### config.mk
export PLATFORM = sky130hd
export DESIGN_NAME = cooperative_thread_scheduler
export DESIGN_NICKNAME = d
export VERILOG_FILES = /design/src/hdl/cts_pkg.sv /design/src/hdl/cts_ram.sv /design/src/hdl/cts_step.sv /design/src/hdl/cooperative_thread_scheduler.sv
export VERILOG_INCLUDE_DIRS = /design/src /design/src/hdl
export SDC_FILE = /design/constraint.sdc
export NUM_CORES = 2
export LEC_CHECK = 0
export BUFFER_PORTS_ARGS = -buffer_cell sky130_fd_sc_hd__clkbuf_2
export CORE_MARGIN = 1
export CORE_UTILIZATION = 30
export DETAILED_ROUTE_END_ITERATION = 10
export SYNTH_ARGS = -nofsm -noshare
export SYNTH_HDL_FRONTEND = slang
export SYNTH_SLANG_ARGS = --single-unit
### constraint.sdc
create_clock -name clock -period 12.45 [get_ports clock]
set_clock_uncertainty 0.2 [all_clocks]
set_input_delay 3.1125 -clock clock [delete_from_list [all_inputs] [get_ports clock]]
set_output_delay 3.1125 -clock clock [all_outputs]
set_load 0.05 [all_outputs]
### src/hdl/assert_macros.svh
// assertion macros shared by the scheduler rtl
// depends on nothing; included by files that carry concurrent checks
`ifndef ASSERT_MACROS_SVH
`define ASSERT_MACROS_SVH

// same-cycle implication, checks are off while reset is high
`define CTS_ASSERT_NOW(label, clk, rst, ante, cons) \
   label: assert property (@(posedge clk) disable iff (rst) (ante) |-> (cons)) \
      else $error("scheduler check failed");

// next-cycle implication, checks are off while reset is high
`define CTS_ASSERT_NEXT(label, clk, rst, ante, cons) \
   label: assert property (@(posedge clk) disable iff (rst) (ante) |=> (cons)) \
      else $error("scheduler check failed");

`endif

### src/hdl/cts_pkg.sv
// shared types, codes and helpers of the cooperative thread scheduler
// no dependencies; imported by the scheduler top level and cts_step
`default_nettype none

package cts_pkg;

   localparam int MAX_THREADS = 64;
   localparam int MAX_SEMS    = 16;

   localparam int TID_W  = 7;
   localparam int TIDX_W = $clog2(MAX_THREADS);
   localparam int FILL_W = $clog2(MAX_THREADS + 1);
   localparam int SID_W  = 5;
   localparam int SIDX_W = (MAX_SEMS > 1) ? $clog2(MAX_SEMS) : 1;
   localparam int SCNT_W = $clog2(MAX_SEMS + 1);
   localparam int CNT_W  = 17;
   localparam int INIT_W = 16;

   localparam logic signed [CNT_W-1:0] CNT_MAX = CNT_W'(65535);
   localparam logic signed [CNT_W-1:0] CNT_MIN = CNT_W'(-65536);

   // command codes
   localparam logic [3:0] OP_START   = 4'd0;
   localparam logic [3:0] OP_CREATE  = 4'd1;
   localparam logic [3:0] OP_YIELD   = 4'd2;
   localparam logic [3:0] OP_EXIT    = 4'd3;
   localparam logic [3:0] OP_JOIN    = 4'd4;
   localparam logic [3:0] OP_JOINALL = 4'd5;
   localparam logic [3:0] OP_SEMINIT = 4'd6;
   localparam logic [3:0] OP_SIGNAL  = 4'd7;
   localparam logic [3:0] OP_WAIT    = 4'd8;
   localparam logic [3:0] OP_DESTROY = 4'd9;

   // result status codes
   localparam logic [2:0] ST_OK       = 3'd0;
   localparam logic [2:0] ST_REFUSED  = 3'd1;
   localparam logic [2:0] ST_NOSEM    = 3'd2;
   localparam logic [2:0] ST_DEADLOCK = 3'd3;
   localparam logic [2:0] ST_FULL     = 3'd4;

   // thread states
   localparam logic [2:0] TS_READY   = 3'd1;
   localparam logic [2:0] TS_RUN     = 3'd2;
   localparam logic [2:0] TS_JOIN    = 3'd3;
   localparam logic [2:0] TS_DEAD    = 3'd4;
   localparam logic [2:0] TS_SEMWAIT = 3'd5;
   localparam logic [2:0] TS_JOINALL = 3'd6;

   // request to the shared saturating step unit
   typedef struct packed {
      logic signed [CNT_W-1:0] a;
      logic                    up;
      logic                    floor_zero;
   } step_req_type;

   // table row of a thread identifier
   function automatic logic [TIDX_W-1:0] tidx(input logic [TID_W-1:0] id);
      logic [TID_W-1:0] d;
      d = id - 1'b1;
      return d[TIDX_W-1:0];
   endfunction

endpackage

`default_nettype wire

### src/hdl/cts_ram.sv
// simple dual-port table memory, one write and one registered read per cycle
// no dependencies; instantiated by the scheduler top level
`default_nettype none

module cts_ram #(
   parameter int DEPTH = 64,
   parameter int WIDTH = 7
) (
   input  wire logic                     clock,
   input  wire logic                     we,
   input  wire logic [$clog2(DEPTH)-1:0] waddr,
   input  wire logic [WIDTH-1:0]         wdata,
   input  wire logic [$clog2(DEPTH)-1:0] raddr,
   output logic      [WIDTH-1:0]         rdata
);

   logic [WIDTH-1:0] mem [DEPTH];

   // write port
   always_ff @(posedge clock) begin
      if (we) begin
         mem[waddr] <= wdata;
      end
   end

   // registered read, new data when the same row is written
   always_ff @(posedge clock) begin
      if (we && (waddr == raddr)) begin
         rdata <= wdata;
      end else begin
         rdata <= mem[raddr];
      end
   end

endmodule

`default_nettype wire

### src/hdl/cts_step.sv
// shared saturating increment and decrement unit for the table and semaphore counters
// depends on cts_pkg
`default_nettype none

module cts_step
   import cts_pkg::*;
(
   input  wire step_req_type             req,
   output logic signed [CNT_W-1:0]       y
);

   // up saturates at the top, down stops at zero or at the bottom
   always_comb begin
      if (req.up) begin
         y = (req.a < CNT_MAX) ? req.a + 2'sd1 : req.a;
      end else if (req.floor_zero) begin
         y = (req.a != '0) ? req.a - 2'sd1 : req.a;
      end else begin
         y = (req.a > CNT_MIN) ? req.a - 2'sd1 : req.a;
      end
   end

endmodule

`default_nettype wire

### src/hdl/cooperative_thread_scheduler.sv
// Cooperative thread scheduler: thread table, FIFO ready queue and counting
// semaphores with FIFO wait lists, driven by one command per transfer.
//
// req channel: one command per transfer (op, target thread, semaphore index,
// initial count). rsp channel: one result per command (running thread, new id,
// status, idle flag). A command is taken only while the sequencer is idle;
// req_tready stays low until its result has been moved to the output register.
// From acceptance to rsp_tvalid a command passes through a decode state,
// a read-modify-write step on the thread tables for each table access
// (single read port per table, registered read), the states S_D1 and S_D2
// that pick the next thread from the ready queue, and S_RESP, which loads
// the result register. Start, sem_init, destroy and commands refused at decode
// go straight to S_RESP; a blocking join and an exit with a parent take the
// longest path. The next command can be taken in the cycle after the result is loaded.
// The result register holds while rsp_tready is low; the next command may be
// accepted meanwhile, but its result waits until the register is free.
// Reset clears the scheduler's counters, the ready queue and the result
// valid flag; the tables need no clearing because every row is written when a
// thread or semaphore is made.
// Depends on cts_pkg, cts_ram, cts_step and assert_macros.svh.
`default_nettype none

`include "assert_macros.svh"

module cooperative_thread_scheduler
   import cts_pkg::*;
(
   input  wire logic        clock,
   input  wire logic        reset,
   input  wire logic        req_tvalid,
   output logic             req_tready,
   // [3:0] op, [10:4] target_thread, [15:11] sem_index, [31:16] initial_count
   input  wire logic [31:0] req_tdata,
   output logic             rsp_tvalid,
   input  wire logic        rsp_tready,
   // [6:0] running_thread, [13:7] new_id, [16:14] status, [17] idle, rest zero
   output logic [23:0]      rsp_tdata
);

   typedef enum logic [4:0] {
      S_IDLE, S_DEC, S_CREATE2, S_DP2, S_DP3, S_Y, S_E1, S_E2, S_E3,
      S_J1, S_J2, S_J3, S_JA1, S_JA2, S_SIG2, S_W2, S_D1, S_D2, S_RESP
   } seq_type;

   seq_type                  state_ff, state_in;
   logic [3:0]               op_ff, op_in;
   logic [TID_W-1:0]         tgt_ff, tgt_in;
   logic [SID_W-1:0]         si_ff, si_in;
   logic signed [INIT_W-1:0] init_ff, init_in;
   logic [TID_W-1:0]         cur_ff, cur_in;
   logic [TID_W-1:0]         made_ff, made_in;
   logic [SCNT_W-1:0]        sems_made_ff, sems_made_in;
   logic [SCNT_W-1:0]        live_sems_ff, live_sems_in;
   logic [TIDX_W-1:0]        head_ff, head_in;
   logic [FILL_W-1:0]        fill_ff, fill_in;
   logic [TID_W-1:0]         p_ff, p_in;
   logic [TID_W-1:0]         aux_ff, aux_in;
   logic [TID_W-1:0]         hold_ff, hold_in;
   logic                     wake_ff, wake_in;
   logic                     decw_ff, decw_in;
   logic                     clrblk_ff, clrblk_in;
   logic                     tgt_ok_ff, tgt_ok_in;
   logic [2:0]               status_ff, status_in;
   logic [TID_W-1:0]         nid_ff, nid_in;
   logic                     rsp_valid_ff, rsp_valid_in;
   logic [TID_W-1:0]         rsp_run_ff;
   logic [TID_W-1:0]         rsp_nid_ff;
   logic [2:0]               rsp_st_ff;
   logic                     rsp_load;

   // semaphore table, one row written per cycle
   logic signed [CNT_W-1:0]  sem_count_ff [MAX_SEMS];
   logic [TID_W-1:0]         sem_first_ff [MAX_SEMS];
   logic [TID_W-1:0]         sem_last_ff  [MAX_SEMS];
   logic                     sem_we;
   logic [SIDX_W-1:0]        sem_idx;
   logic signed [CNT_W-1:0]  sem_cnt_w;
   logic [TID_W-1:0]         sem_first_w;
   logic [TID_W-1:0]         sem_last_w;

   // thread table and queue memory ports
   logic                     ts_we, par_we, kid_we, blk_we, wtc_we, ring_we, wnx_we;
   logic [TIDX_W-1:0]        ts_wa, par_wa, kid_wa, blk_wa, wtc_wa, ring_wa, wnx_wa;
   logic [TIDX_W-1:0]        ts_ra, par_ra, kid_ra, blk_ra, wtc_ra, wnx_ra;
   logic [2:0]               ts_wd, ts_rd;
   logic [TID_W-1:0]         par_wd, par_rd, kid_wd, kid_rd, wtc_wd, wtc_rd;
   logic [TID_W-1:0]         ring_wd, ring_rd, wnx_wd, wnx_rd;
   logic                     blk_wd, blk_rd;

   // ready queue push request
   logic                     push_en;
   logic [TID_W-1:0]         push_id;
   logic [FILL_W:0]          ring_pos;

   step_req_type             step_req;
   logic signed [CNT_W-1:0]  step_y;

   logic                     req_fire;
   logic                     needs_thread;
   logic                     sem_op;
   logic [SIDX_W-1:0]        si_idx;
   logic [SID_W-1:0]         si_m1;
   seq_type                  post_dp;

   cts_ram #(.DEPTH(MAX_THREADS), .WIDTH(3)) u_state (
      .clock(clock), .we(ts_we), .waddr(ts_wa), .wdata(ts_wd), .raddr(ts_ra), .rdata(ts_rd));
   cts_ram #(.DEPTH(MAX_THREADS), .WIDTH(TID_W)) u_parent (
      .clock(clock), .we(par_we), .waddr(par_wa), .wdata(par_wd), .raddr(par_ra),
      .rdata(par_rd));
   cts_ram #(.DEPTH(MAX_THREADS), .WIDTH(TID_W)) u_kids (
      .clock(clock), .we(kid_we), .waddr(kid_wa), .wdata(kid_wd), .raddr(kid_ra),
      .rdata(kid_rd));
   cts_ram #(.DEPTH(MAX_THREADS), .WIDTH(1)) u_blocks (
      .clock(clock), .we(blk_we), .waddr(blk_wa), .wdata(blk_wd), .raddr(blk_ra),
      .rdata(blk_rd));
   cts_ram #(.DEPTH(MAX_THREADS), .WIDTH(TID_W)) u_waitc (
      .clock(clock), .we(wtc_we), .waddr(wtc_wa), .wdata(wtc_wd), .raddr(wtc_ra),
      .rdata(wtc_rd));
   cts_ram #(.DEPTH(MAX_THREADS), .WIDTH(TID_W)) u_ring (
      .clock(clock), .we(ring_we), .waddr(ring_wa), .wdata(ring_wd), .raddr(head_ff),
      .rdata(ring_rd));
   cts_ram #(.DEPTH(MAX_THREADS), .WIDTH(TID_W)) u_wnext (
      .clock(clock), .we(wnx_we), .waddr(wnx_wa), .wdata(wnx_wd), .raddr(wnx_ra),
      .rdata(wnx_rd));

   cts_step u_step (.req(step_req), .y(step_y));

   assign req_tready = (state_ff == S_IDLE);
   assign req_fire   = req_tvalid && req_tready;
   assign rsp_tvalid = rsp_valid_ff;
   assign rsp_tdata  = {6'd0, (rsp_run_ff == '0), rsp_st_ff, rsp_nid_ff, rsp_run_ff};

   assign needs_thread = (op_ff inside {OP_CREATE, OP_YIELD, OP_EXIT, OP_JOIN,
                                        OP_JOINALL, OP_WAIT});
   assign sem_op       = (op_ff inside {OP_SIGNAL, OP_WAIT, OP_DESTROY});
   assign si_m1        = si_ff - 1'b1;
   assign si_idx       = si_m1[SIDX_W-1:0];

   // where a command goes once the dead parent link is settled
   always_comb begin
      case (op_ff)
         OP_YIELD: post_dp = S_Y;
         OP_EXIT:  post_dp = S_E1;
         OP_JOIN:  post_dp = S_J1;
         default:  post_dp = S_JA1;
      endcase
   end

   // command sequencer
   always_comb begin
      state_in     = state_ff;
      op_in        = op_ff;
      tgt_in       = tgt_ff;
      si_in        = si_ff;
      init_in      = init_ff;
      cur_in       = cur_ff;
      made_in      = made_ff;
      sems_made_in = sems_made_ff;
      live_sems_in = live_sems_ff;
      head_in      = head_ff;
      fill_in      = fill_ff;
      p_in         = p_ff;
      aux_in       = aux_ff;
      hold_in      = hold_ff;
      wake_in      = wake_ff;
      decw_in      = decw_ff;
      clrblk_in    = clrblk_ff;
      tgt_ok_in    = tgt_ok_ff;
      status_in    = status_ff;
      nid_in       = nid_ff;
      rsp_load     = 1'b0;

      sem_we      = 1'b0;
      sem_idx     = si_idx;
      sem_cnt_w   = sem_count_ff[si_idx];
      sem_first_w = sem_first_ff[si_idx];
      sem_last_w  = sem_last_ff[si_idx];

      ts_we  = 1'b0; ts_wa  = '0; ts_wd  = '0; ts_ra  = '0;
      par_we = 1'b0; par_wa = '0; par_wd = '0; par_ra = '0;
      kid_we = 1'b0; kid_wa = '0; kid_wd = '0; kid_ra = '0;
      blk_we = 1'b0; blk_wa = '0; blk_wd = 1'b0; blk_ra = '0;
      wtc_we = 1'b0; wtc_wa = '0; wtc_wd = '0; wtc_ra = '0;
      wnx_we = 1'b0; wnx_wa = '0; wnx_wd = '0; wnx_ra = '0;
      push_en = 1'b0;
      push_id = '0;

      step_req.a          = '0;
      step_req.up         = 1'b1;
      step_req.floor_zero = 1'b0;

      case (state_ff)
         S_IDLE: begin
            if (req_fire) begin
               op_in     = req_tdata[3:0];
               tgt_in    = req_tdata[10:4];
               si_in     = req_tdata[15:11];
               init_in   = req_tdata[31:16];
               tgt_ok_in = (req_tdata[10:4] <= made_ff);
               status_in = ST_OK;
               nid_in    = '0;
               state_in  = S_DEC;
            end
         end

         S_DEC: begin
            state_in = S_RESP;
            if (sem_op && (live_sems_ff == '0)) begin
               status_in = ST_NOSEM;
            end else if (sem_op && ((si_ff == '0) || (si_ff > SID_W'(sems_made_ff)))) begin
               status_in = ST_REFUSED;
            end else if (needs_thread && (cur_ff == '0)) begin
               status_in = ST_REFUSED;
            end else begin
               case (op_ff)
                  OP_START: begin
                     if (made_ff != '0) begin
                        status_in = ST_REFUSED;
                     end else begin
                        ts_we = 1'b1;  ts_wd = TS_RUN;
                        par_we = 1'b1; kid_we = 1'b1; blk_we = 1'b1; wtc_we = 1'b1;
                        made_in = TID_W'(1);
                        head_in = '0;
                        fill_in = '0;
                        cur_in  = TID_W'(1);
                        nid_in  = TID_W'(1);
                     end
                  end
                  OP_CREATE: begin
                     if (made_ff >= TID_W'(MAX_THREADS)) begin
                        status_in = ST_FULL;
                     end else begin
                        ts_we = 1'b1;  ts_wa = made_ff[TIDX_W-1:0]; ts_wd = TS_READY;
                        par_we = 1'b1; par_wa = made_ff[TIDX_W-1:0]; par_wd = cur_ff;
                        kid_we = 1'b1; kid_wa = made_ff[TIDX_W-1:0];
                        blk_we = 1'b1; blk_wa = made_ff[TIDX_W-1:0];
                        wtc_we = 1'b1; wtc_wa = made_ff[TIDX_W-1:0];
                        kid_ra  = tidx(cur_ff);
                        push_en = 1'b1;
                        push_id = made_ff + 1'b1;
                        made_in = made_ff + 1'b1;
                        nid_in  = made_ff + 1'b1;
                        state_in = S_CREATE2;
                     end
                  end
                  OP_YIELD, OP_EXIT, OP_JOIN, OP_JOINALL: begin
                     par_ra   = tidx(cur_ff);
                     state_in = S_DP2;
                  end
                  OP_SEMINIT: begin
                     if (sems_made_ff >= SCNT_W'(MAX_SEMS)) begin
                        status_in = ST_FULL;
                     end else begin
                        sem_we       = 1'b1;
                        sem_idx      = sems_made_ff[SIDX_W-1:0];
                        sem_cnt_w    = CNT_W'(init_ff);
                        sem_first_w  = '0;
                        sem_last_w   = '0;
                        sems_made_in = sems_made_ff + 1'b1;
                        live_sems_in = live_sems_ff + 1'b1;
                        nid_in       = TID_W'(sems_made_ff + 1'b1);
                     end
                  end
                  OP_SIGNAL: begin
                     step_req.a  = sem_count_ff[si_idx];
                     step_req.up = 1'b1;
                     sem_we      = 1'b1;
                     sem_cnt_w   = step_y;
                     if ((step_y[CNT_W-1] || (step_y == '0)) &&
                         (sem_first_ff[si_idx] != '0)) begin
                        aux_in   = sem_first_ff[si_idx];
                        wnx_ra   = tidx(sem_first_ff[si_idx]);
                        state_in = S_SIG2;
                     end
                  end
                  OP_WAIT: begin
                     step_req.a  = sem_count_ff[si_idx];
                     step_req.up = 1'b0;
                     sem_we      = 1'b1;
                     sem_cnt_w   = step_y;
                     if (step_y[CNT_W-1]) begin
                        aux_in = sem_last_ff[si_idx];
                        wnx_we = 1'b1; wnx_wa = tidx(cur_ff); wnx_wd = '0;
                        if (sem_last_ff[si_idx] == '0) begin
                           sem_first_w = cur_ff;
                        end
                        sem_last_w = cur_ff;
                        ts_we = 1'b1; ts_wa = tidx(cur_ff); ts_wd = TS_SEMWAIT;
                        state_in = S_W2;
                     end
                  end
                  OP_DESTROY: begin
                     if (sem_first_ff[si_idx] == '0) begin
                        live_sems_in = live_sems_ff - 1'b1;
                     end else begin
                        status_in = ST_REFUSED;
                     end
                  end
                  default: begin
                     status_in = ST_REFUSED;
                  end
               endcase
            end
         end

         S_CREATE2: begin
            step_req.a  = CNT_W'(kid_rd);
            step_req.up = 1'b1;
            kid_we = 1'b1; kid_wa = tidx(cur_ff); kid_wd = step_y[TID_W-1:0];
            state_in = S_RESP;
         end

         // clear a parent link that points at a terminated thread
         S_DP2: begin
            p_in = par_rd;
            if (par_rd != '0) begin
               ts_ra    = tidx(par_rd);
               state_in = S_DP3;
            end else begin
               state_in = post_dp;
            end
         end

         S_DP3: begin
            if (ts_rd == TS_DEAD) begin
               par_we = 1'b1; par_wa = tidx(cur_ff); par_wd = '0;
               p_in   = '0;
            end
            state_in = post_dp;
         end

         S_Y: begin
            if ((cur_ff == TID_W'(1)) && (fill_ff == '0)) begin
               cur_in   = '0;
               state_in = S_RESP;
            end else begin
               push_en = 1'b1;
               push_id = cur_ff;
               ts_we = 1'b1; ts_wa = tidx(cur_ff); ts_wd = TS_READY;
               state_in = S_D1;
            end
         end

         // exit: mark dead, fetch parent bookkeeping
         S_E1: begin
            ts_we = 1'b1; ts_wa = tidx(cur_ff); ts_wd = TS_DEAD;
            kid_ra = (p_ff == '0) ? tidx(cur_ff) : tidx(p_ff);
            wtc_ra = tidx(p_ff);
            ts_ra  = tidx(p_ff);
            blk_ra = tidx(cur_ff);
            state_in = S_E2;
         end

         S_E2: begin
            if (p_ff == '0) begin
               if (kid_rd != '0) begin
                  state_in = S_D1;
               end else begin
                  cur_in   = '0;
                  state_in = S_RESP;
               end
            end else begin
               step_req.a          = CNT_W'(kid_rd);
               step_req.up         = 1'b0;
               step_req.floor_zero = 1'b1;
               kid_we = 1'b1; kid_wa = tidx(p_ff); kid_wd = step_y[TID_W-1:0];
               hold_in   = wtc_rd;
               clrblk_in = (ts_rd == TS_JOIN) && blk_rd;
               decw_in   = ((ts_rd == TS_JOIN) && blk_rd) || (ts_rd == TS_JOINALL);
               wake_in   = ((ts_rd == TS_JOIN) && blk_rd) ||
                           ((ts_rd == TS_JOINALL) && (wtc_rd == TID_W'(1)));
               state_in  = S_E3;
            end
         end

         S_E3: begin
            step_req.a          = CNT_W'(hold_ff);
            step_req.up         = 1'b0;
            step_req.floor_zero = 1'b1;
            if (decw_ff) begin
               wtc_we = 1'b1; wtc_wa = tidx(p_ff); wtc_wd = step_y[TID_W-1:0];
            end
            if (clrblk_ff) begin
               blk_we = 1'b1; blk_wa = tidx(cur_ff); blk_wd = 1'b0;
            end
            if (wake_ff) begin
               push_en = 1'b1;
               push_id = p_ff;
               ts_we = 1'b1; ts_wa = tidx(p_ff); ts_wd = TS_READY;
            end
            state_in = S_D1;
         end

         // join one child
         S_J1: begin
            if ((tgt_ff == '0) || (tgt_ff > TID_W'(MAX_THREADS)) || !tgt_ok_ff) begin
               status_in = ST_REFUSED;
               state_in  = S_RESP;
            end else begin
               ts_ra    = tidx(tgt_ff);
               par_ra   = tidx(tgt_ff);
               state_in = S_J2;
            end
         end

         S_J2: begin
            if (ts_rd == TS_DEAD) begin
               state_in = S_RESP;
            end else if (par_rd != cur_ff) begin
               status_in = ST_REFUSED;
               state_in  = S_RESP;
            end else begin
               ts_we = 1'b1;  ts_wa = tidx(cur_ff); ts_wd = TS_JOIN;
               blk_we = 1'b1; blk_wa = tidx(tgt_ff); blk_wd = 1'b1;
               wtc_ra = tidx(cur_ff);
               state_in = S_J3;
            end
         end

         S_J3: begin
            step_req.a  = CNT_W'(wtc_rd);
            step_req.up = 1'b1;
            wtc_we = 1'b1; wtc_wa = tidx(cur_ff); wtc_wd = step_y[TID_W-1:0];
            state_in = S_D1;
         end

         // join all children
         S_JA1: begin
            kid_ra   = tidx(cur_ff);
            state_in = S_JA2;
         end

         S_JA2: begin
            if (kid_rd != '0) begin
               ts_we = 1'b1;  ts_wa = tidx(cur_ff); ts_wd = TS_JOINALL;
               wtc_we = 1'b1; wtc_wa = tidx(cur_ff); wtc_wd = kid_rd;
               state_in = S_D1;
            end else begin
               state_in = S_RESP;
            end
         end

         // signal: unlink the first waiter and make it ready
         S_SIG2: begin
            sem_we      = 1'b1;
            sem_first_w = wnx_rd;
            if (wnx_rd == '0) begin
               sem_last_w = '0;
            end
            ts_we = 1'b1; ts_wa = tidx(aux_ff); ts_wd = TS_READY;
            push_en  = 1'b1;
            push_id  = aux_ff;
            state_in = S_RESP;
         end

         // wait: append the running thread behind the old tail
         S_W2: begin
            if (aux_ff != '0) begin
               wnx_we = 1'b1; wnx_wa = tidx(aux_ff); wnx_wd = cur_ff;
            end
            state_in = S_D1;
         end

         // dispatch the head of the ready queue
         S_D1: begin
            if (fill_ff == '0) begin
               cur_in    = '0;
               status_in = ST_DEADLOCK;
               state_in  = S_RESP;
            end else begin
               head_in  = (head_ff == TIDX_W'(MAX_THREADS - 1)) ? '0 : head_ff + 1'b1;
               fill_in  = fill_ff - 1'b1;
               state_in = S_D2;
            end
         end

         S_D2: begin
            ts_we = 1'b1; ts_wa = tidx(ring_rd); ts_wd = TS_RUN;
            cur_in   = ring_rd;
            state_in = S_RESP;
         end

         S_RESP: begin
            if (!rsp_valid_ff || rsp_tready) begin
               rsp_load = 1'b1;
               state_in = S_IDLE;
            end
         end

         default: begin
            state_in = S_IDLE;
         end
      endcase

      // ready queue append at head plus fill
      ring_pos = (FILL_W + 1)'(head_ff) + (FILL_W + 1)'(fill_ff);
      if (ring_pos >= (FILL_W + 1)'(MAX_THREADS)) begin
         ring_pos = ring_pos - (FILL_W + 1)'(MAX_THREADS);
      end
      ring_wa = ring_pos[TIDX_W-1:0];
      ring_wd = push_id;
      ring_we = 1'b0;
      if (push_en && (fill_ff < FILL_W'(MAX_THREADS))) begin
         ring_we = 1'b1;
         fill_in = fill_ff + 1'b1;
      end

      rsp_valid_in = rsp_load || (rsp_valid_ff && !rsp_tready);
   end

   // sequencer state, counters and result register
   always_ff @(posedge clock) begin
      if (reset) begin
         state_ff     <= S_IDLE;
         cur_ff       <= '0;
         made_ff      <= '0;
         sems_made_ff <= '0;
         live_sems_ff <= '0;
         head_ff      <= '0;
         fill_ff      <= '0;
         rsp_valid_ff <= 1'b0;
      end else begin
         state_ff     <= state_in;
         cur_ff       <= cur_in;
         made_ff      <= made_in;
         sems_made_ff <= sems_made_in;
         live_sems_ff <= live_sems_in;
         head_ff      <= head_in;
         fill_ff      <= fill_in;
         rsp_valid_ff <= rsp_valid_in;
      end
      op_ff     <= op_in;
      tgt_ff    <= tgt_in;
      si_ff     <= si_in;
      init_ff   <= init_in;
      p_ff      <= p_in;
      aux_ff    <= aux_in;
      hold_ff   <= hold_in;
      wake_ff   <= wake_in;
      decw_ff   <= decw_in;
      clrblk_ff <= clrblk_in;
      tgt_ok_ff <= tgt_ok_in;
      status_ff <= status_in;
      nid_ff    <= nid_in;
      if (rsp_load) begin
         rsp_run_ff <= cur_ff;
         rsp_nid_ff <= nid_ff;
         rsp_st_ff  <= status_ff;
      end
      if (sem_we) begin
         sem_count_ff[sem_idx] <= sem_cnt_w;
         sem_first_ff[sem_idx] <= sem_first_w;
         sem_last_ff[sem_idx]  <= sem_last_w;
      end
   end

   // checks on the sequencer and its counters
   `CTS_ASSERT_NEXT(a_busy_after_take, clock, reset, req_fire, !req_tready)
   `CTS_ASSERT_NOW(a_fill_bound, clock, reset, 1'b1, fill_ff <= FILL_W'(MAX_THREADS))
   `CTS_ASSERT_NOW(a_live_sems, clock, reset, 1'b1, live_sems_ff <= sems_made_ff)
   `CTS_ASSERT_NOW(a_idle_flag, clock, reset, rsp_tvalid,
      rsp_tdata[17] == (rsp_tdata[6:0] == 7'd0))

endmodule

`default_nettype wire
=== Word-level counts from Yosys, hierarchy flattened ===
Memories as Yosys holds them, arrays and structs flattened. A register that Yosys moved wholly into a read port is not among the register bits.
Cells that the tools add are included.

* Register bits after elaboration: 127
* Bits in latches: 0
* Bits in writable memories: 2992
* ROM bits: 0
* Output and inout port bits: 26
* Word-level logic and storage cells: 475
* Memories kept: 10

{| class="wikitable"
|+ Memories
! memory !! words !! width !! rd ports !! clocked after memory_dff !! write ports !! line !! RTL
|-
| u_kids.mem || 64 || 7 || 1 || 1 || 1 || cts_ram.sv:17 || <nowiki>logic [WIDTH-1:0] mem [DEPTH];</nowiki>
|-
| u_parent.mem || 64 || 7 || 1 || 1 || 1 || cts_ram.sv:17 ||
|-
| u_ring.mem || 64 || 7 || 1 || 1 || 1 || cts_ram.sv:17 ||
|-
| u_waitc.mem || 64 || 7 || 1 || 1 || 1 || cts_ram.sv:17 ||
|-
| u_wnext.mem || 64 || 7 || 1 || 1 || 1 || cts_ram.sv:17 ||
|-
| sem_count_ff || 16 || 17 || 1 || 0 || 1 || cooperative_thread_scheduler.sv:72 || <nowiki>logic signed [CNT_W-1:0] sem_count_ff [MAX_SEMS];</nowiki>
|-
| 4 more memories || -- || -- || -- || -- || -- || -- ||
|}

* Add/sub/neg operators: 20
* $mul: 0
* Div/mod/pow operators: 0
* Magnitude comparators: 9
* Equality and inequality tests: 70
* Shift-type cells: 0
* Mux-type cells: 267
* Bitwise gates (word level): 5
* Reduce and logical (&&, ||, !) cells: 70

{| class="wikitable"
|+ Operator list
! operator !! number
|-
| $mux W7 || 54
|-
| $mux W6 || 52
|-
| $mux W17 || 10
|-
| $pmux W7 S2 || 10
|-
| $pmux W18 S5 || 1
|-
| $mux W5 || 15
|-
| $pmux W5 S15 || 1
|-
| $pmux W6 S2 || 6
|-
| $pmux W6 S3 || 4
|-
| $logic_not A7 Y1 || 8
|-
| $mux W1 || 54
|-
| $mux W18 || 3
|-
| $mux W3 || 17
|-
| $pmux W6 S8 || 1
|-
| $sub A6 B1 Y6 const B || 8
|-
| $pmux W7 S3 || 2
|-
| $eq A5 B4 Y1 const B || 8
|-
| $ne A2 B2 Y1 const B || 18
|-
| $pmux W18 S2 || 1
|-
| $pmux W7 S5 || 1
|-
| $reduce_and A7 Y1 || 5
|-
| $reduce_bool A7 Y1 || 5
|-
| $pmux W17 S2 || 1
|-
| $pmux W3 S5 || 2
|-
| 71 further kinds || 154
|}

=== Longest topological paths before layout ===
* Depth after elaboration: 20
* Mapped depth: 28

=== Hierarchy ===
A second synthesis with hierarchy kept.

* Cells, all modules: 6933
* Area total of the unflattened synthesis: 128904.9 um^2

{| class="wikitable"
|+ By module, submodules not included
! module !! instances !! cells an instance !! area each (um^2) !! sequential area each (um^2)
|-
| cts_ram (u_kids ...) || 3 || 836 || 17653.2 || 13573.0
|-
| cts_ram (u_waitc ...) || 2 || 826 || 17615.6 || 13573.0
|-
| cooperative_thread_scheduler || 1 || 2021 || 28981.5 || 18277.5
|-
| cts_ram (u_state) || 1 || 426 || 7923.8 || 5885.6
|-
| cts_ram (u_blocks) || 1 || 210 || 3036.7 || 2042.0
|-
| cts_step || 1 || 116 || 772.0 || 0.0
|}

=== Worst setup path after synthesis ===
OpenSTA, ideal clock, no wires.

* Kind: register -> register
* Start point: register si_ff[0]
* End point: memory u_waitc.mem[0][1] (data pin)
* Setup time: 0.552 ns
* Arrival: 8.130 ns
* Required time: 11.698 ns
* Path slack: 3.568 ns
* Stages on the path, launching flop included: 25
* Clock period less this slack: 8.882 ns
* Cell sequence: edfxtp_1 -> buf_4 -> buf_2 -> buf_2 -> buf_1 -> buf_1 -> clkbuf_1 -> inv_1 -> ha_1 -> buf_2 -> buf_2 -> buf_1 -> mux4_2 -> mux4_2 -> a22oi_1 -> o211a_1 -> ha_1 -> o21ai_0 -> inv_1 -> and2_1 -> and3_1 -> clkbuf_1 -> mux2i_1 -> o22ai_1 -> o22ai_1

* Cells in the longest elaborated chain, start to end: 13

{| class="wikitable"
|+ RTL lines
! what !! line !! RTL
|-
| start: declaration || cooperative_thread_scheduler.sv:48 || <nowiki>logic [SID_W-1:0] si_ff, si_in;</nowiki>
|-
| start signal: assignment || cooperative_thread_scheduler.sv:534 || <nowiki>si_ff <= si_in;</nowiki>
|-
| $sub A4 B1 Y4 || cooperative_thread_scheduler.sv:136 || <nowiki>assign si_m1 = si_ff - 1'b1;</nowiki>
|-
| $mem_v2 Z16 W17 || -- ||
|-
| $pmux W18 S2 || cooperative_thread_scheduler.sv:215 || <nowiki>case (op_ff)</nowiki>
|-
| $mux W18 || cooperative_thread_scheduler.sv:212 || <nowiki>end else if (needs_thread && (cur_ff == '0)) begin</nowiki>
|-
| $mux W18 * || cooperative_thread_scheduler.sv:210 || <nowiki>end else if (sem_op && ((si_ff == '0) || (si_ff > SID_W'(sems_made_ff)))) begin</nowiki>
|-
| $mux W18 * || cooperative_thread_scheduler.sv:208 || <nowiki>if (sem_op && (live_sems_ff == '0)) begin</nowiki>
|-
| $pmux W18 S5 * || cooperative_thread_scheduler.sv:192 || <nowiki>case (state_ff)</nowiki>
|-
| $sub A17 B2 Y17, or another cell as far along || cts_step.sv:17, cts_step.sv:19 ||
|-
| $mux W17 (on tied branches) || cts_step.sv:19, cts_step.sv:17 ||
|-
| $mux W17 || cts_step.sv:16 || <nowiki>end else if (req.floor_zero) begin</nowiki>
|-
| $mux W17 * || cts_step.sv:14 || <nowiki>if (req.up) begin</nowiki>
|-
| $mux W7 || cooperative_thread_scheduler.sv:380 || <nowiki>if (decw_ff) begin</nowiki>
|-
| $pmux W7 S3 * || cooperative_thread_scheduler.sv:192 ||
|-
| net u_waitc.wdata[1] || cts_ram.sv:12 || <nowiki>input wire logic [WIDTH-1:0] wdata,</nowiki>
|-
| end: declaration || cts_ram.sv:17 ||
|}

The timed path passes the listed nets; every way through them passes the cells marked *.

=== Worst setup path after layout ===
* Start point: register si_ff[0]
* End point: memory u_wnext.mem[9][2], enable pin

* Cells in the longest elaborated chain, start to end: 19

{| class="wikitable"
|+ RTL lines
! what !! line !! RTL
|-
| $sub A4 B1 Y4 || cooperative_thread_scheduler.sv:136 ||
|-
| $mem_v2 Z16 W17 || -- ||
|-
| $pmux W18 S2 || cooperative_thread_scheduler.sv:215 ||
|-
| $mux W18 || cooperative_thread_scheduler.sv:212 ||
|-
| $mux W18 || cooperative_thread_scheduler.sv:210 ||
|-
| $mux W18 || cooperative_thread_scheduler.sv:208 ||
|-
| $pmux W18 S5 || cooperative_thread_scheduler.sv:192 ||
|-
| $sub A17 B2 Y17, or another cell as far along || cts_step.sv:17, cts_step.sv:19 ||
|-
| (+3 left out) || -- ||
|-
| $mux W1 || cooperative_thread_scheduler.sv:281 || <nowiki>if (step_y[CNT_W-1]) begin</nowiki>
|-
| $mux W1 || cooperative_thread_scheduler.sv:215 ||
|-
| $mux W1 || cooperative_thread_scheduler.sv:212 ||
|-
| $mux W1 || cooperative_thread_scheduler.sv:210 ||
|-
| $mux W1 || cooperative_thread_scheduler.sv:208 ||
|-
| $pmux W1 S2 || cooperative_thread_scheduler.sv:192 ||
|-
| $mux W1 || cts_ram.sv:21 || <nowiki>if (we) begin</nowiki>
|-
| $mux W1 (not written as such) || cts_ram.sv:22 || <nowiki>mem[waddr] <= wdata;</nowiki>
|-
| end: declaration || cts_ram.sv:17 ||
|}

Several ways; a longest one is shown, not always the timed one.

==> impl_results.md <==
* Initial DRC count at 7521
* CTS Buf Count at 324
* Leading register cell type out of synthesis: sky130_fd_sc_hd__edfxtp_1
* Post-detailed-route count of antenna-violating nets at 0
* Critical setup path kind: reg2reg
* Share of final-layout standard cells stronger than drive strength 1 at 0.214
* Number of rows in the core area at 240
* Max transition margin at 0.0785
* Post-Synthesis Mean Instance Area at 18.6 um^2
* Element type at the critical path end: flop
* Final-report setup violation count at 0
* Leak pwr at 38.6 nW
* Post-synth cell types at 99
* Cell types with the largest area share after synthesis: sky130_fd_sc_hd__edfxtp_1 (72%), sky130_fd_sc_hd__mux4_2 (13%), sky130_fd_sc_hd__mux2i_1 (2.4%), sky130_fd_sc_hd__nor2_1 (1.9%), sky130_fd_sc_hd__dfxtp_1 (1.3%)
* Critical Path, Cell by Cell: buf_4 -> inv_1 -> ha_4 -> buf_4 -> mux4_2 -> mux4_2 -> a21oi_1 -> nand4_2 -> or2_1 -> nor3_1 -> a311oi_4 -> nor2_2 -> buf_4 -> nand2_1 -> o22ai_1 -> nand2_1 -> nor2_1
* Flip-flop and latch count after synthesis at 3161
* Actual slew at the worst max-slew pin at 1.37 ns
* Num Clock Sinks at 3161
* Sort of element at the start of the critical path: flop
* Shortest period the worst path allows at 8.75 ns
* Number of gates given a new drive strength after cts at 0
* Cell with the most instances on the worst path: sky130_fd_sc_hd__buf_4
* Final design utilization at 0.343
* Result of the run: finished, final reports clean
* WP buf/inv at 4
* Critical path arrival at 9.05 ns
* Number of enable-type register cells in the synthesized netlist at 3076
* Cell with the most instances after synthesis: sky130_fd_sc_hd__edfxtp_1
* Class of the most critical hold timing path: reg2reg
* Post CTS Setup Buffer Count at 0
* Total chip power at 25.1 mW
* Horiz. Die Dim at 657 um
* Fraction of synthesis flops using an asynchronous set or reset pin at 0
* Deepest clock path buffer count at 4
* PortBufs at 55
* Insertion delay of the later-clocked pin in the worst-skew pair at 0.92 ns
* Synthesized netlist cell count at 6920
* Share of synthesized cell area in full adder, half adder and majority cells at 0.00468
* Detailed-placement wirelength estimate at 208000 um
* Part of the Yosys area used for sequential elements at 0.730
* Initial antenna violation count at 16
* Die Height at 657 um
* Clock tree from TritonCTS: done
* Buffer type at the clock tree root: sky130_fd_sc_hd__clkbuf_16
* Synthesis-to-layout area growth at 13.8%
* Wire length of the first global-routing pass at 481000 um
* Pwr/cell area at 172 mW/mm^2
* Number of DRC violations after detailed routing at 0
* Max cap viols at 0
* Fraction of synthesized cell area in xor and xnor cells at 0.00537
* Simple-Gate Fraction of Synth Area at 0.0487
* CTS hold repair buffers at 0
* Count of yosys warnings during synthesis at 0
* Global-route usage over all layers at 0.149
* Overflow after GRT at 0
* First-pass iteration count of the detailed router at 9
* Critical Path Fanout Max at 58
* Portion of synthesized cell area occupied by the leading cell type at 0.717
* Final weighted congestion in routability-driven placement at 0.906
* CP top delay family: simple AND/OR/NAND/NOR gates
* Number of global-route vias before repair at 67859
* H-tree depth reported by CTS at 5
* Average wire per standard cell at 25.5 um
* Slowest cell on crit path: sky130_fd_sc_hd__ha_4
* Portion of the clock cycle consumed by the worst path in the final layout at 0.703
* Area leader, netlist: sky130_fd_sc_hd__edfxtp_1
* Mapped Area at 0.129 mm^2
* Detailed-route vias per instance at 5.22
* Total die area at 0.432 mm^2
* Post-Route Setup TNS at 0 ns
* Final wirelength at 332000 um
* RSZ-0062 raised after global routing: no
* Pins Over Slew Limit at 0
* Fraction of synthesized area in multiplexers at 0.158
* Biggest cell delay along the critical path at 0.89 ns
* Synthesized-area fraction occupied by ao, oa, aoi and oai cells at 0.0383
* Total number of nets in the final design at 7178
* Initial Utilization at 0.302
* Total via count in the routed design at 68068
* Largest family of logic cells by synthesized area: multiplexers
* Fmax achieved at 0.114 GHz
* Largest net degree at the start of global routing at 122
* Boundary Pins at 62
* Core box area at 0.427 mm^2
* Required @ worst endpoint at 12.75 ns
* Hold violation total from the final report at 0
* Worst IR drop on VDD at 0.149 mV
* CTS clock-pin slew for the worst setup and hold paths at 0.06 ns
* Most used standard cells in the synthesized netlist: sky130_fd_sc_hd__edfxtp_1 (3076), sky130_fd_sc_hd__mux4_2 (755), sky130_fd_sc_hd__nor2_1 (659)
cell type report:
type	count	area [um^2]
Multi-Input combinational cell	3334	33300
Fill cell	39691	281000
Timing Repair Buffer	212	1490
Sequential cell	3161	94100
Clock buffer	394	8520
Inverter	62	233
Tap cell	5687	7120
Clock inverter	181	1800
Antenna cell	5	12.5
registers in the layout, summed over array words and instances (netlist names), 64 cells and up, named ones only:
| signal | count |
|---|---|
| u_state.mem | 192 |
| u_kids.mem | 448 |
| sem_count_ff | 272 |
| u_ring.mem | 448 |
| u_blocks.mem | 64 |
| u_parent.mem | 448 |
| sem_first_ff | 112 |
| sem_last_ff | 112 |
| u_waitc.mem | 448 |
| u_wnext.mem | 448 |
per-stage QoR:
| stage | setup slack, ns | hold slack, ns | cells | instance area [um^2] |
|---|---|---|---|---|
| floorplan | 3.57 | 0.180 | 6925 | 129000 |
| global placement | 4.08 | 0.198 | 12456 | 136000 |
| detailed placement | 3.93 | 0.203 | 12456 | 136000 |
| CTS | 3.88 | 0.210 | 13031 | 147000 |
| global route | 3.17 | 0.218 | 13033 | 147000 |
| finish | 3.70 | 0.207 | 13036 | 147000 |
cells in the final DEF, fill, tap and decap left out, types with 18 or more instances in the layout:
cell	instances
sky130_fd_sc_hd__a211oi_1	28
sky130_fd_sc_hd__a21oi_1	161
sky130_fd_sc_hd__a22oi_1	163
sky130_fd_sc_hd__a31oi_1	26
sky130_fd_sc_hd__and2_1	23
sky130_fd_sc_hd__buf_4	154
sky130_fd_sc_hd__bufinv_16	31
sky130_fd_sc_hd__clkbuf_1	62
sky130_fd_sc_hd__clkbuf_16	330
sky130_fd_sc_hd__clkbuf_2	55
sky130_fd_sc_hd__clkinv_1	65
sky130_fd_sc_hd__clkinv_2	61
sky130_fd_sc_hd__dfxtp_1	68
sky130_fd_sc_hd__edfxtp_1	3076
sky130_fd_sc_hd__ha_1	44
sky130_fd_sc_hd__inv_1	58
sky130_fd_sc_hd__mux2i_1	315
sky130_fd_sc_hd__mux4_2	755
sky130_fd_sc_hd__nand2_1	286
sky130_fd_sc_hd__nand2b_1	30
sky130_fd_sc_hd__nand3_1	90
sky130_fd_sc_hd__nand4_1	25
sky130_fd_sc_hd__nor2_1	631
sky130_fd_sc_hd__nor2_4	27
sky130_fd_sc_hd__nor2b_1	41
sky130_fd_sc_hd__nor3_1	48
sky130_fd_sc_hd__nor4_1	37
sky130_fd_sc_hd__o21ai_0	93
sky130_fd_sc_hd__o221ai_1	25
sky130_fd_sc_hd__o22ai_1	54
sky130_fd_sc_hd__or3_1	18
sky130_fd_sc_hd__xnor2_1	49
sky130_fd_sc_hd__xor2_1	29
final timing paths:
check,startpoint,to,slack [ns],cells past startpoint
max,si_ff[0],u_wnext.mem[9][2],3.70,17
min,head_ff[5],flop,0.21,0
max reg2reg,si_ff[0],u_wnext.mem[9][2],3.70,17
min reg2reg,head_ff[5],flop,0.21,0
cells by family (layout without fill, tap and decap cells):
| group | Yosys count | in the layout |
|---|---|---|
| AND/OR/NAND/NOR | 1389 | 1389 |
| flip-flops | 3161 | 3161 |
| AO/OA/AOI/OAI | 728 | 728 |
| adder cells (fa/ha/maj) | 47 | 47 |
| XOR/XNOR | 79 | 79 |
| buffers and inverters | 430 | 849 |
| other | 1 | 11 |
| multiplexers | 1085 | 1085 |
per-layer routing:
metal	vias up	track usage	routed length, um
met2	3178	0.243	159000
li1	28564	-	-
met5	-	0	26
met4	4	0.0427	9900
met3	592	0.0265	25800
met1	35730	0.203	137000
report_power, final:
| group | leakage, nW | internal (mW) | total, mW | switching, mW |
|---|---|---|---|---|
| Sequential | 24.8 | 12.2 | 12.4 | 0.139 |
| Clock | 5.06 | 5.53 | 9.58 | 4.05 |
| Combinational | 8.77 | 0.946 | 3.21 | 2.26 |
Power figures use the tool's default switching activity.
